--- config.mk ---
export PLATFORM = sky130hd
export DESIGN_NAME = sto_ctrl
export DESIGN_NICKNAME = d
export VERILOG_FILES = /design/src/hw/rtl/sto_pkg.sv /design/src/hw/rtl/sto_ctrl.sv
export SDC_FILE = /design/constraint.sdc
export NUM_CORES = 1
export LEC_CHECK = 0
export BUFFER_PORTS_ARGS = -buffer_cell sky130_fd_sc_hd__buf_2
export CAP_MARGIN = 25
export CORE_AREA = 2 2 199 201
export CTS_CLUSTER_SIZE = 40
export DETAILED_ROUTE_END_ITERATION = 8
export DIE_AREA = 0 0 201 203
export GPL_ROUTABILITY_DRIVEN = 0
export PLACE_DENSITY = 0.7
export SYNTH_ARGS = -nofsm -noshare
export SYNTH_HDL_FRONTEND = slang
export SYNTH_SLANG_ARGS = --single-unit
--- constraint.sdc ---
create_clock -name clk -period 6.6 [get_ports clk]
set_input_delay 1.32 -clock clk [delete_from_list [all_inputs] [get_ports clk]]
set_output_delay 1.32 -clock clk [all_outputs]
set_load 0.05 [all_outputs]
--- src/hw/rtl/sto_pkg.sv ---
`timescale 1ns / 1ps
// ----------------------------------------------------------------------------
// sto_pkg
// Shared types and constants of the sorted timeout list: sizes, request
// codes, item structs and the entry memory command.
// ----------------------------------------------------------------------------
package sto_pkg;

	localparam int MAX_SLOTS = 1024;
	localparam int DEPTH     = MAX_SLOTS + 1;
	localparam int IDX_W     = $clog2(DEPTH);
	localparam int SLOT_W    = 10;
	localparam int ID_W      = 32;
	localparam int TIME_W    = 32;
	localparam int OFS_W     = 24;

	localparam logic REQ_RESET = 1'b0;
	localparam logic REQ_POP   = 1'b1;

	typedef logic [IDX_W-1:0] idx_t;

	typedef struct packed {
		logic              req_type;
		logic [ID_W-1:0]   entity_id;
		logic [SLOT_W-1:0] slot;
		logic [OFS_W-1:0]  time_offset;
		logic [OFS_W-1:0]  pop_timeout;
		logic [TIME_W-1:0] now;
	} req_t;

	typedef struct packed {
		logic [ID_W-1:0] popped_id;
		logic            found;
	} rsp_t;

	// One list entry; next/prev value 0 names the sentinel.
	typedef struct packed {
		idx_t              next_link;
		idx_t              prev_link;
		logic              linked;
		logic [TIME_W-1:0] deadline;
		logic [OFS_W-1:0]  stored_offset;
		logic [ID_W-1:0]   owner_id;
	} entry_t;

	// Single-port access: either a read or a masked write per command.
	typedef struct packed {
		idx_t addr;
		logic rd;
		logic wr_next;
		logic wr_prev;
		logic wr_body;
	} mem_cmd_t;

endpackage

--- src/hw/rtl/sto_ctrl.sv ---
`timescale 1ns / 1ps
// ----------------------------------------------------------------------------
// sto_ctrl
// Sequencer of the sorted timeout list: holds head and tail of the list,
// clears the entry memory after reset, and runs unlink, tail walk, insert
// and pop as read-modify-write steps on the entry memory.
// ----------------------------------------------------------------------------
module sto_ctrl
	import sto_pkg::*;
(
	input  logic     clk,
	input  logic     arst_n,
	input  logic     start,
	input  req_t     req,
	output logic     busy,
	output logic     done,
	output rsp_t     rsp,
	output mem_cmd_t cmd,
	output entry_t   wdata,
	input  entry_t   rdata
);

	typedef enum logic [3:0] {
		ST_CLEAR,
		ST_IDLE,
		ST_E_RD,
		ST_UNL_N,
		ST_UNL_P,
		ST_PLACE,
		ST_WALK,
		ST_INS_E,
		ST_INS_N,
		ST_INS_A,
		ST_POP_RD,
		ST_POP_N,
		ST_POP_H
	} state_t;

	state_t            state_q;
	idx_t              head_q;
	idx_t              tail_q;
	idx_t              clr_q;
	idx_t              e_q;
	idx_t              n_q;
	idx_t              p_q;
	idx_t              a_q;
	idx_t              nx_q;
	logic              walk_q;
	logic [OFS_W-1:0]  off_q;
	logic [TIME_W-1:0] t_q;
	req_t              req_q;
	logic              done_q;
	rsp_t              rsp_q;

	logic              slot_ok;
	idx_t              slot_e;
	logic [OFS_W-1:0]  off_new;
	logic [TIME_W:0]   dl_sum;
	logic [TIME_W-1:0] dl_sat;
	logic [TIME_W:0]   exp_sum;
	logic              expired;
	logic              walk_more;

	assign slot_ok = 32'(req.slot) < 32'(MAX_SLOTS);
	assign slot_e  = idx_t'(req.slot) + idx_t'(1);

	// new delay and saturated deadline from the entry just read
	assign off_new = (req_q.time_offset != '0) ? req_q.time_offset : rdata.stored_offset;
	assign dl_sum  = {1'b0, req_q.now} + {{(TIME_W + 1 - OFS_W){1'b0}}, off_new};
	assign dl_sat  = dl_sum[TIME_W] ? '1 : dl_sum[TIME_W-1:0];

	assign exp_sum = {1'b0, rdata.deadline} + {{(TIME_W + 1 - OFS_W){1'b0}}, req_q.pop_timeout};
	assign expired = exp_sum <= {1'b0, req_q.now};

	assign walk_more = rdata.deadline > t_q;

	always_ff @(posedge clk or negedge arst_n) begin
		if (!arst_n) begin
			state_q <= ST_CLEAR;
			head_q  <= '0;
			tail_q  <= '0;
			clr_q   <= '0;
			done_q  <= 1'b0;
		end else begin
			done_q <= 1'b0;
			unique case (state_q)
				ST_CLEAR: begin
					clr_q <= clr_q + idx_t'(1);
					if (clr_q == idx_t'(DEPTH - 1)) begin
						state_q <= ST_IDLE;
					end
				end
				ST_IDLE: begin
					if (start) begin
						req_q <= req;
						rsp_q <= '0;
						if (req.req_type == REQ_POP) begin
							e_q <= head_q;
							if (head_q == '0) begin
								done_q <= 1'b1;
							end else begin
								state_q <= ST_POP_RD;
							end
						end else begin
							e_q <= slot_e;
							if (req.entity_id == '0 || !slot_ok) begin
								done_q <= 1'b1;
							end else begin
								state_q <= ST_E_RD;
							end
						end
					end
				end
				ST_E_RD: begin
					off_q  <= off_new;
					walk_q <= off_new != '0;
					t_q    <= (off_new != '0) ? dl_sat : req_q.now;
					n_q    <= rdata.next_link;
					p_q    <= rdata.prev_link;
					state_q <= rdata.linked ? ST_UNL_N : ST_PLACE;
				end
				ST_UNL_N: begin
					if (n_q == '0) begin
						tail_q <= p_q;
					end
					state_q <= ST_UNL_P;
				end
				ST_UNL_P: begin
					if (p_q == '0) begin
						head_q <= n_q;
					end
					state_q <= ST_PLACE;
				end
				ST_PLACE: begin
					a_q  <= tail_q;
					nx_q <= '0;
					state_q <= (walk_q && tail_q != '0) ? ST_WALK : ST_INS_E;
				end
				ST_WALK: begin
					if (walk_more) begin
						a_q <= rdata.prev_link;
						if (rdata.prev_link == '0) begin
							nx_q    <= head_q;
							state_q <= ST_INS_E;
						end
					end else begin
						nx_q    <= rdata.next_link;
						state_q <= ST_INS_E;
					end
				end
				ST_INS_E: begin
					if (nx_q == '0) begin
						tail_q <= e_q;
					end
					if (a_q == '0) begin
						head_q <= e_q;
					end
					state_q <= ST_INS_N;
				end
				ST_INS_N: begin
					state_q <= ST_INS_A;
				end
				ST_INS_A: begin
					done_q  <= 1'b1;
					state_q <= ST_IDLE;
				end
				ST_POP_RD: begin
					if (expired) begin
						n_q    <= rdata.next_link;
						head_q <= rdata.next_link;
						if (rdata.next_link == '0) begin
							tail_q <= '0;
						end
						rsp_q.popped_id <= rdata.owner_id;
						rsp_q.found     <= 1'b1;
						state_q <= ST_POP_N;
					end else begin
						done_q  <= 1'b1;
						state_q <= ST_IDLE;
					end
				end
				ST_POP_N: begin
					state_q <= ST_POP_H;
				end
				ST_POP_H: begin
					done_q  <= 1'b1;
					state_q <= ST_IDLE;
				end
				default: begin
					state_q <= ST_IDLE;
				end
			endcase
		end
	end

	// memory command for the current step
	always_comb begin
		cmd   = '0;
		wdata = '0;
		unique case (state_q)
			ST_CLEAR: begin
				cmd.addr    = clr_q;
				cmd.wr_next = 1'b1;
				cmd.wr_prev = 1'b1;
				cmd.wr_body = 1'b1;
			end
			ST_IDLE: begin
				if (start) begin
					if (req.req_type == REQ_POP) begin
						cmd.addr = head_q;
						cmd.rd   = head_q != '0;
					end else begin
						cmd.addr = slot_e;
						cmd.rd   = req.entity_id != '0 && slot_ok;
					end
				end
			end
			ST_UNL_N: begin
				cmd.addr        = n_q;
				cmd.wr_prev     = n_q != '0;
				wdata.prev_link = p_q;
			end
			ST_UNL_P: begin
				cmd.addr        = p_q;
				cmd.wr_next     = p_q != '0;
				wdata.next_link = n_q;
			end
			ST_PLACE: begin
				cmd.addr = tail_q;
				cmd.rd   = walk_q && tail_q != '0;
			end
			ST_WALK: begin
				cmd.addr = rdata.prev_link;
				cmd.rd   = walk_more && rdata.prev_link != '0;
			end
			ST_INS_E: begin
				cmd.addr            = e_q;
				cmd.wr_next         = 1'b1;
				cmd.wr_prev         = 1'b1;
				cmd.wr_body         = 1'b1;
				wdata.next_link     = nx_q;
				wdata.prev_link     = a_q;
				wdata.linked        = 1'b1;
				wdata.deadline      = t_q;
				wdata.stored_offset = off_q;
				wdata.owner_id      = req_q.entity_id;
			end
			ST_INS_N: begin
				cmd.addr        = nx_q;
				cmd.wr_prev     = nx_q != '0;
				wdata.prev_link = e_q;
			end
			ST_INS_A: begin
				cmd.addr        = a_q;
				cmd.wr_next     = a_q != '0;
				wdata.next_link = e_q;
			end
			ST_POP_N: begin
				cmd.addr    = n_q;
				cmd.wr_prev = n_q != '0;
			end
			ST_POP_H: begin
				cmd.addr    = e_q;
				cmd.wr_next = 1'b1;
				cmd.wr_prev = 1'b1;
				cmd.wr_body = 1'b1;
			end
			default: begin
				cmd = '0;
			end
		endcase
	end

	assign busy = state_q != ST_IDLE;
	assign done = done_q;
	assign rsp  = rsp_q;

	// empty list means both ends point at the sentinel
	a_ends_agree: assert property (@(posedge clk) disable iff (!arst_n)
		(state_q == ST_IDLE) |-> ((head_q == '0) == (tail_q == '0)))
		else $error("head and tail disagree on empty list");

	a_port_excl: assert property (@(posedge clk) disable iff (!arst_n)
		cmd.rd |-> !(cmd.wr_next || cmd.wr_prev || cmd.wr_body))
		else $error("read and write issued in the same cycle");

	a_addr_range: assert property (@(posedge clk) disable iff (!arst_n)
		(cmd.rd || cmd.wr_next || cmd.wr_prev || cmd.wr_body) |->
		(32'(cmd.addr) < 32'(DEPTH)))
		else $error("entry address out of range");

	a_walk_entry: assert property (@(posedge clk) disable iff (!arst_n)
		(state_q == ST_WALK) |-> (a_q != '0 && $past(cmd.rd)))
		else $error("walk step without a pending entry read");

	a_found_pop: assert property (@(posedge clk) disable iff (!arst_n)
		(done_q && rsp_q.found) |-> (req_q.req_type == REQ_POP))
		else $error("found raised by a reset request");

endmodule

Word level (Yosys, flattened, before mapping)
Cells that the tools add are included.
{"block": "word_totals", "word_cells": 139, "inputBits": 237, "ff_bits": 295}
{"block": "classes", "muxes": 49, "reduce_logical": 39, "magnitude_cmp": 2, "eq_ne": 26, "addsub": 4}
{"operator": "case mux 11 bit (3 select lines)", "count": 4}
{"operator": "two-way mux 11 bit", "count": 11}
{"operator": "case mux 11 bit (9 select lines)", "count": 1}
{"operator": "two-way mux 89 bit", "count": 1}
{"operator": "zero test 11 bit", "count": 7}
{"operator": "nonzero test 11 bit", "count": 7}
{"operator": "adder 32 x 24 -> 33 bit", "count": 2}
{"operator": "two-way mux 33 bit", "count": 2}
{"operator": "case mux 11 bit (2 select lines)", "count": 3}
{"operator": "case mux 33 bit (2 select lines)", "count": 1}
{"operator": "two-way mux 32 bit", "count": 2}
{"operator": "nonzero test 24 bit", "count": 2}
{"operator": "case mux 4 bit (11 select lines)", "count": 1}
{"operator": "less-or-equal comparator 33 x 32 -> 1 bit", "count": 1}
{"operator": "> comparator 32 bit", "count": 1}
{"operator": "zero test 32 bit", "count": 1}
{"operator": "two-way mux 4 bit", "count": 8}
{"operator": "nonzero test 32 bit", "count": 1}
{"operator": "two-way mux 12 bit", "count": 2}
{"operator": "two-way mux 24 bit", "count": 1}
{"operator": "== test 4 bit (second input constant)", "count": 5}
{"operator": "inequality test 2 bit (second input constant)", "count": 9}
{"operator": "== test 4 x 3 -> 1 bit (second input constant)", "count": 4}
{"operator": "case mux 1 bit (3 select lines)", "count": 4}
{"operator": "other kinds (19)", "count": 39}

Longest topological paths before layout
Gate-level depths: netlist of the first run.
{"block": "logic_depth", "depth_word": 5, "mapped_depth": 21}

Worst setup path before layout of the first run
OpenSTA, ideal clock, no wires.
{"block": "synth_timing", "kind": "input to register", "start": "input start", "end": "register rsp_q (netlist bit rsp[0]), enable pin", "path_buffers": 0, "arrival_time_ns": 5.471, "setup_time_ns": 0.395, "stages": 3, "t_required_ns": 6.205, "path_slack_ns": 0.735, "cell_sequence": "and3_1 > and2_1 > nand2b_1"}
{"block": "synth_via", "elab_chain_len": 2}
{"element": "start: declaration", "line_no": "sto_ctrl.sv:13", "text": "input logic start,"}
{"element": "inequality test 2 bit (no source line)"}
{"element": "AND reduction 4 bit (no source line)"}
{"element": "end: declaration", "line_no": "sto_ctrl.sv:53", "text": "rsp_t rsp_q;"}
Every way passes these cells.
A chain may end at the register's enable or synchronous reset.

Worst setup path after layout of the first run
{"block": "layout_timing", "start": "input rdata[56] in the netlist's numbering", "end": "register tail_q[6]"}
{"block": "layout_via", "elab_chain_len": 4}
{"element": "start: declaration", "line_no": "sto_ctrl.sv:20", "text": "input entry_t rdata"}
{"element": "adder 32 x 24 -> 33 bit", "line_no": "sto_ctrl.sv:72", "text": "assign exp_sum = {1'b0, rdata.deadline} + {{(TIME_W + 1 - OFS_W){1'b0}}, req_q.pop_timeout};"}
{"element": "less-or-equal comparator 33 x 32 -> 1 bit", "line_no": "sto_ctrl.sv:73", "text": "assign expired = exp_sum <= {1'b0, req_q.now};"}
{"element": "inequality test 2 bit (no source line)"}
{"element": "AND reduction 5 bit (no source line)"}
{"element": "end signal: assignment", "line_no": "sto_ctrl.sv:124", "text": "tail_q <= p_q;"}
{"element": "end signal: assignment", "line_no": "sto_ctrl.sv:153", "text": "tail_q <= e_q;"}
{"element": "end: declaration", "line_no": "sto_ctrl.sv:41", "text": "idx_t tail_q;"}
Every way passes these cells.

==> results of run 1 <==
## stage by stage
stage          instances  hold WS (ns)  cell area, um^2  utilization [%]  setup slack (ns)
6_report            2501         0.508            20800             54.1             0.591
5_1_grt             2501         0.542            20800             54.1             0.375
3_5_place_dp        2434         0.492            19700             51.3             0.176
3_3_place_gp        2432         0.490            19700             51.2             0.314
2_1_floorplan       1559         0.460            17100                -             0.735
4_1_cts             2494         0.503            20800             54.0             0.739
## final cells by class
cell class,instances,area [um^2]
tap,518,648
sequential,295,8670
clock inverter,16,123
multi-input combinational,1088,7830
inverter,115,432
antenna,6,15.0
timing repair buffer,419,2190
fill,3394,17700
clock buffer,44,910
## critical path: stages
cell and delay (ns):
buf_2 0.09, ha_1 0.20, inv_1 0.07, fa_1 0.41
nor2b_1 0.20, o31ai_2 0.09, a32oi_1 0.37, a221o_1 0.36
a211oi_1 0.11, o21ai_0 0.54, nand3_1 0.18, xnor2_1 0.16
ha_1 0.29, nand3_1 0.11, nor2_1 0.22, and3_1 0.22
nor2_1 0.04, o21ai_0 0.28, a22oi_4 0.19, o21ai_2 0.41
buf_4 0.26, mux2_4 0.31
## flip-flops by register name, indices dropped and copies added, names as in the netlist
signal,flops
e_q,11
n_q,11
off_q,24
a_q,11
p_q,11
head_q,11
clr_q,11
state_q,4
walk_q,1
tail_q,11
t_q,32
rsp,33
req_q,112
done,1
nx_q,11
## kinds of logic after synthesis
family | Yosys count
AOI/OAI and AO/OA | 368
xor gates and xnor gates | 69
adders and majority gates | 117
buffers and inverters | 176
DFF | 295
muxes | 39
and+or+nand+nor | 495
## per-layer routing
metal | track usage, % | up-vias
li1 | - | 6707
met1 | 33.0 | 6805
met2 | 40.4 | 797
met3 | 5.18 | 147
met4 | 13.1 | 2
met5 | 0 | -
## placed cells by master (no fill, tap or decap), drive strengths merged, types with 44 or more instances in the layout
cell type	n
nor3	50
and3	46
clkbuf	44
a21oi	65
buf	419
nor2	63
edfxtp	257
inv	115
and2	64
ha	115
nand2	132
a21o	59
xnor2	50
o21ai	52
## worst max path at each step
stage | end | slack (ns) | cells past startpoint
6_report | tail_q[6] | 0.59 | 22
5_1_grt | tail_q[5] | 0.37 | 22
4_1_cts | tail_q[6] | 0.74 | 22
3_5_place_dp | tail_q[6] | 0.18 | 22
3_3_place_gp | tail_q[4] | 0.31 | 22
2_1_floorplan | rsp[0] | 0.73 | 3
## cell usage after synthesis (4+ instances only)
library cell  instances
a211oi_1             11
a21boi_0              7
a21o_1               59
a21oi_1              65
a221o_1              11
a222oi_1             27
a22o_1               17
a22oi_1              28
a31oi_1              10
and2_1               64
and3_1               46
and4_1                4
buf_1                 5
clkbuf_1             51
dfrtp_1              38
edfxtp_1            257
ha_1                115
inv_1               115
mux2_2                5
mux2_4               20
mux2i_1              14
nand2_1             132
nand2b_1              8
nand3_1              32
nand4_1              33
nor2_1               63
nor2b_1               6
nor3_1               50
nor4_1               43
o211ai_1              5
o21a_1               13
o21ai_0              48
o21bai_1              5
o22a_1               21
o31ai_1               4
or3_1                 5
xnor2_1              50
xor2_1               19
## power by group through the flow
stage               registers, mW  logic (mW)  clock network (mW)
finish                       2.64        2.87                1.78
global route                 2.67        3.07                1.88
CTS                          2.63        2.84                1.81
detailed placement           2.66        2.83                   0
global placement             2.66        2.77                   0
floorplan                    2.63        2.07                   0
==> results_dict.tcl, run 1 <==
set metrics [dict create \
    cts-root-buf "clkbuf_16" \
    synthAdderAreaFrac_pct 8.63 \
    ys_seq_elements 295 \
    yosys_warnings 0 \
    syn_to_final_growth_pct 21.4 \
    syn_nets 1913 \
    max_slew_margin_pct 23.4 \
    internal-power_mw 4.33 \
    outcome "complete, but fails checks" \
    num_vias 14458 \
    wl_met2_mm 24.3 \
    fmax_ghz 0.166 \
    grt_max_degree 59 \
    ant_nets 0 \
    tns_ns 0 \
    setup_violations 0 \
    cts.hold.buffers_added 0 \
    synth_edf_count 257 \
    grt_pass1_vias 14241 \
    final_hold_viol_count 0 \
    yosys.area_share.simple_pct 14.7 \
    cts.sinks 295 \
    grtUsageTotal_pct 25.4 \
    drc_errors 12 \
    synth_compound_area_share_pct 15.6 \
    drive_above_1_share_pct 25.6 \
    yosysTopAreaCell "edfxtp_1" \
    hp-start "clr_q[2]" \
    initial_core_util_pct 44.6 \
    skew_ns 0.0354 \
    r2r_end "tail_q[6]" \
    synthCells 1559 \
    ys_types 69 \
    yosys.area.top_type_share_pct 45.0 \
    maxSlewViolCount 0 \
    finalCritPeriodShare_pct 91.0 \
    path_clk_slew_ns 0.06 \
    synth.cell_area_um2 17100 \
    wl_mm 53.0 \
    cts_inserted_buffers 34 \
    clockBufferDepth 3 \
    p_total_mw 7.30 \
    p_seq_share_pct 36.2 \
    leakagePower_nw 9.44 \
    synth_area_per_cell_um2 11.0 \
    rows 72 \
    reg2reg_from "req_q[32]" \
    wl_met1_mm 21.7 \
    r2r_setup_slack_ns 1.13 \
    met3_length_mm 4.39 \
    setup.worst_path.class "input pin to register" \
    ys_dominant_reg_cell "edfxtp_1" \
    cts_tree "done" \
    cp.arrival_ns 6.45 \
    wire_per_inst_um 21.2 \
    max-cap-violations 0 \
    p_comb_share_pct 39.4 \
    synth_sequential_area_ratio_pct 50.6 \
    worstMarginPinSlew_ns 1.15 \
    cp_data_required_time_ns 7.04 \
    post_cts_buffers 0 \
    fp.dieH_um 203 \
    grt_pass1_wl_mm 80.6 \
    irDropWorstVdd_mv 0.254 \
    reg2reg_depth 21 \
    p_per_area_nw_per_um2 351 \
    cts_resized 0 \
    top_layer_used "met5" \
    violations "design-rule violations" \
    synthXorXnorAreaFrac_pct 3.52 \
    synthMuxAreaShare_pct 2.90 \
    dp_hpwl_mm 41.1 \
    crit_fanout 6 \
    startpoint_type "input pin" \
    fp.dieW_um 201 \
    whs_endpoint "clr_q[2]" \
    hp-class "register to register" \
    grt-ovfl-total 0 \
    async_flop_share_pct 12.9 \
    htree_levels 2 \
    drt_iter0_markers 1486 \
    clk_latency_ns 0.56 \
    synthTopCellsByArea "edfxtp_1, ha_1, dfrtp_1" \
    crit_path_end_kind "register" \
    first_pass_iters 9 \
    grt_setup_unrepaired "false" \
    antenna_found_initial 7 \
    core-area_um2 38500 \
    final_nets 2307 \
    power.switching_mw 2.96 \
    clockPowerShare_pct 24.4 \
    switching_share_pct 40.6 \
    avgViaCountPerCell 5.78 \
    dieArea_um2 40800 \
    startpoint "rdata[56]" \
    post-route-min-period_ns 6.01 \
    portBuffers 397 \
    ioPinCount 398 \
    whs_path_depth 1 \
    synth_top_family_by_area "compound AO/OA/AOI/OAI gates" \
]
(Power assumes the default switching activity.)
==> run 2: changes to the inputs <==
- ABC_AREA: not set -> 1
- CORE_AREA: 2 2 199 201 -> 2 2 207 209
- DIE_AREA: 0 0 201 203 -> 0 0 209 211
- PLACE_DENSITY: 0.7 -> 0.69
==> results_dict.tcl, run 2 <==
set metrics [dict create \
    outcome "finished clean" \
    yosys_warnings 0 \
    setup.worst_path.class "input pin to register" \
    synth_sequential_area_ratio_pct 46.7 \
    syn_to_final_growth_pct 20.0 \
    grtUsageTotal_pct 27.2 \
    clockBufferDepth 3 \
    reg2reg_depth 19 \
    whs_endpoint "tail_q[9]" \
    num_vias 17583 \
    fmax_ghz 0.195 \
    drc_errors 0 \
    dp_hpwl_mm 47.5 \
    layout_common_cells "nand2_1, buf_2, inv_1" \
    r2r_end "t_q[19]" \
    final_common_cell "nand2_1" \
    ys_seq_elements 295 \
    htree_levels 2 \
    yosys.area_share.simple_pct 22.2 \
    placed_cell_area_um2 21100 \
    multiInputGateArea_um2 8160 \
    largest_reg_flops 112 \
    irDropWorstVdd_mv 0.229 \
    regArea_um2 8670 \
    clk_latency_ns 0.56 \
    core-area_um2 41800 \
    hp-start "tail_q[9]" \
    drive_above_1_share_pct 19.0 \
    max_slew_margin_pct 33.6 \
    p_per_area_nw_per_um2 325 \
    leakagePower_nw 10.9 \
    synthXorXnorAreaFrac_pct 2.69 \
    crit_fanout 33 \
    reg2reg_from "req_q[61]" \
    whs_path_depth 2 \
    fill_cells 3919 \
    ioPinCount 398 \
    fp.dieW_um 209 \
    worstMarginPinSlew_ns 0.993 \
    final_nets 2988 \
    synthMostInstantiatedCell "nand2_1" \
    fin_area_um2 22300 \
    ys_dominant_reg_cell "edfxtp_1" \
    first_pass_iters 6 \
    setup_violations 0 \
    max-cap-violations 0 \
    grt_pass1_wl_mm 93.1 \
    initial_core_util_pct 44.4 \
    maxSlewViolCount 0 \
    cts_tree "done" \
    yosys.area.top_type_share_pct 41.6 \
    finalCritPeriodShare_pct 77.5 \
    cts.hold.buffers_added 0 \
    yosysTopAreaCell "edfxtp_1" \
    synth.cell_area_um2 18600 \
    ant_nets 0 \
    synth_top_family_by_area "simple AND/OR/NAND/NOR gates" \
    final_hold_viol_count 0 \
    synthTopCellsByArea "edfxtp_1, nand2_1, inv_1" \
    post_cts_buffers 0 \
    cts_inserted_buffers 36 \
    cts_resized 0 \
    async_flop_share_pct 12.9 \
    largest_register "req_q" \
    synth_area_per_cell_um2 8.30 \
    synth_edf_count 257 \
    r2r_setup_slack_ns 2.01 \
    drt_iter0_markers 1615 \
    cts-root-buf "clkbuf_16" \
    ys_types 52 \
    wl_mm 60.8 \
    synthCells 2235 \
    startpoint_type "input pin" \
    grt_setup_unrepaired "false" \
    cp_data_required_time_ns 6.79 \
    cts.sinks 295 \
    cp.arrival_ns 5.31 \
    grt_pass1_vias 16932 \
    grt-ovfl-total 0 \
    grt_max_degree 97 \
    antenna_found_initial 5 \
    avgViaCountPerCell 5.49 \
    path_clk_slew_ns 0.06 \
    yosys-top-cells-count "nand2_1, inv_1, nor2_1, edfxtp_1, nand3_1" \
    dieArea_um2 44100 \
    fp.dieH_um 211 \
    syn_nets 2589 \
    skew_ns 0.0256 \
    rows 75 \
    synthAdderAreaFrac_pct 7.97 \
    hp-class "register to register" \
    wire_per_inst_um 19.0 \
    crit_path_end_kind "register" \
    synth_compound_area_share_pct 10.9 \
    synthMuxAreaShare_pct 0 \
    tns_ns 0 \
    portBuffers 397 \
    post-route-min-period_ns 5.12 \
]
## run 2: routing by layer
metal  track usage [%]  wire length, um  vias up
met5                 0               27        -
met4              11.9             2790        4
met3              5.72             5830      178
met2              42.4            26600     1026
met1              36.6            25600     8108
li1                  -                -     8267
## run 2: through the flow
stage | setup slack, ns | hold slack, ns | utilization, % | cells | power [mW]
3_3_place_gp | 1.15 | 0.458 | 50.6 | 3134 | 5.23
3_5_place_dp | 0.997 | 0.464 | 50.6 | 3135 | 5.29
4_1_cts | 1.56 | 0.477 | 53.3 | 3199 | 7.22
6_report | 1.48 | 0.473 | 53.3 | 3202 | 7.24
5_1_grt | 1.09 | 0.502 | 53.3 | 3201 | 7.59
2_1_floorplan | 0.466 | 0.442 | - | 2235 | 4.48
## run 2: where the power goes
group,internal [mW],switching (mW)
logic,0.727,2.06
clock network,1.12,0.794
registers,2.36,0.175
total,4.21,3.03
## run 2: how the worst max path moves through the flow
stage | from | end | depth (start not counted)
global route | rdata[56] | rsp[10] | 27
floorplan | rdata[56] | rsp[0] | 25
global placement | rdata[56] | rsp[11] | 27
CTS | rdata[56] | rsp[11] | 27
detailed placement | rdata[56] | rsp[16] | 27
finish | rdata[56] | rsp[15] | 27
## run 2: cell families (layout without fill, tap and decap cells)
family                     count (synthesis)  count (layout)
buffers and inverters                    455             880
DFF                                      295             295
and+or+nand+nor                          981             981
AOI/OAI and AO/OA                        330             330
other                                      0               3
xor gates and xnor gates                  57              57
adders and majority gates                117             117
## run 2: layout make-up
type	instances	area share, %
flip-flops and latches	295	38.9
multi-input cells	1485	36.6
repair buffers	412	9.48
clock inverters	18	0.539
diodes	3	0.0337
clock buffers	46	4.55
inverters	404	6.81
well taps	539	3.03
## run 2: worst max-delay path: stages
cell	delay (ns)
buf_2	0.09
ha_1	0.20
inv_1	0.08
fa_1	0.41
inv_1	0.08
nand2_1	0.05
nand2_1	0.08
nand3_1	0.07
nand2_1	0.14
a21oi_1	0.13
o21ai_0	0.29
a21oi_1	0.16
o21ai_0	0.26
nand2_1	0.08
inv_1	0.06
nor2_1	0.04
ha_1	0.28
inv_1	0.04
nor2_1	0.13
nand4_1	0.09
nor2_1	0.12
and3_1	0.18
nand2_1	0.10
nand2_1	0.08
nand2_1	0.14
a21oi_4	0.18
buf_4	0.40
==> run 3: changes to the inputs <==
- PLACE_DENSITY: 0.69 -> 0.72
- clock period: 6.6 -> 4.4 ns (I/O delays scaled with it)
==> results_dict.tcl, run 3 (synthesis results as in run 2) <==
set metrics [dict create \
    outcome "finished clean" \
    path_clk_slew_ns 0.06 \
    post-route-min-period_ns 4.27 \
    clockBufferDepth 3 \
    portBuffers 397 \
    cts-root-buf "clkbuf_16" \
    layout_common_cells "nand2_1, buf_2, inv_1" \
    setup.worst_path.class "register to output pin" \
    drt_iter0_markers 2044 \
    fill_cells 3843 \
    crit_fanout 26 \
    leakagePower_nw 11.2 \
    largest_register "req_q" \
    dp.cells 3180 \
    cp.arrival_ns 3.39 \
    cts_inserted_buffers 36 \
    num_vias 17842 \
    fp.dieW_um 209 \
    p_per_area_nw_per_um2 491 \
    drive_above_1_share_pct 20.9 \
    avgViaCountPerCell 5.49 \
    core-area_um2 41800 \
    fp.dieH_um 211 \
    grt-ovfl-total 0 \
    wire_per_inst_um 19.0 \
    crit_family "buffers and inverters" \
    maxSlewViolCount 0 \
    post_cts_buffers 0 \
    max_stage_delay_ns 0.42 \
    dieArea_um2 44100 \
    rows 75 \
    drc_errors 0 \
    htree_levels 2 \
    ant_nets 0 \
    initial_core_util_pct 44.4 \
    wl_mm 61.8 \
    cts_tree "done" \
    path_buf_inv 4 \
    worstMarginPinSlew_ns 1.03 \
    fmax_ghz 0.234 \
    crit_path_end_kind "output pin" \
    clk_latency_ns 0.57 \
    max-cap-violations 0 \
    startpoint_type "register" \
    path_cells "nand2_1 -> inv_1 -> nand2_4 -> inv_1 -> a21oi_4 -> inv_1 -> a22oi_1 -> o211ai_1 -> nor2_1 -> o21ai_0 -> buf_2" \
    grt_pass1_vias 17445 \
    ioPinCount 398 \
    grt_max_degree 97 \
    irDropWorstVdd_mv 0.324 \
    hp-class "register to register" \
    cts.sinks 295 \
    tns_ns 0 \
    instances_no_fill 3250 \
    finalCritPeriodShare_pct 96.9 \
    max_slew_margin_pct 31.1 \
    final_util_pct 54.5 \
    syn_to_final_growth_pct 22.8 \
    grtUsageTotal_pct 27.7 \
    setup_violations 0 \
    largest_reg_flops 112 \
    antenna_found_initial 8 \
    cp_data_required_time_ns 3.52 \
    place_ws_ns -0.136 \
    crit_slowest_cell "dfrtp_1" \
    skew_ns 0.0265 \
    final_nets 3034 \
    final_common_cell "nand2_1" \
    layout_setup_ws_ns 0.135 \
    first_pass_iters 7 \
    grt_pass1_wl_mm 94.8 \
    grt_setup_unrepaired "false" \
    path_common_cell "inv_1" \
    dp_hpwl_mm 48.6 \
    final_hold_viol_count 0 \
]
run 3: per-layer routing:
layer	track usage (%)	part of all wire [%]
met5	0	0.073
met4	13.1	5.2
met3	7.20	10
met2	43.1	44
met1	36.1	41
run 3: timing repair:
| action | in CTS | in global routing |
|---|---|---|
| pin swaps | 0 | 0 |
| gates resized for setup | 1 | 1 |
| setup endpoints to repair | 4 | 3 |
| hold buffers | 0 | 0 |
run 3: final timing paths:
check	endpoint	depth (start not counted)	slack [ns]	startpoint
min	tail_q[4]	2	0.48	tail_q[4]
min reg2reg	tail_q[4]	2	0.48	tail_q[4]
max in group asynchronous	tail_q[4]	2	3.47	arst_n
max	cmd[10]	11	0.13	state_q[0]
max reg2reg	rsp[27]	20	0.39	req_q[34]
min in group asynchronous	clr_q[9]	2	0.51	arst_n
run 3: final cells by class:
class	count	area, um^2	area share [%]
Sequential cell	295	8670	38.1
Multi-Input combinational cell	1485	8200	36.0
Timing Repair Buffer	458	2500	11.0
Inverter	404	1520	6.66
Clock buffer	44	931	4.09
Tap cell	539	674	2.96
Clock inverter	21	269	1.18
Antenna cell	4	10.0	0.0439
run 3: metrics by stage:
| step | hold slack [ns] | cell area [um^2] | power (mW) |
|---|---|---|---|
| floorplan | 0.442 | 18600 | 6.72 |
| global placement | 0.457 | 21500 | 7.94 |
| detailed placement | 0.465 | 21500 | 8.04 |
| CTS | 0.468 | 22800 | 11.1 |
| global route | 0.467 | 22800 | 11.7 |
| finish | 0.478 | 22800 | 11.2 |
run 3: worst min-delay path: cells and delay by family (launching register included):
kind / cells / cell delay (ns)
AND/OR/NAND/NOR: 2 / 0.09
flip-flops: 1 / 0.35
run 3: power by group:
part	switching, mW	internal (mW)
logic	3.14	1.18
clock network	1.23	1.82
registers	0.272	3.53
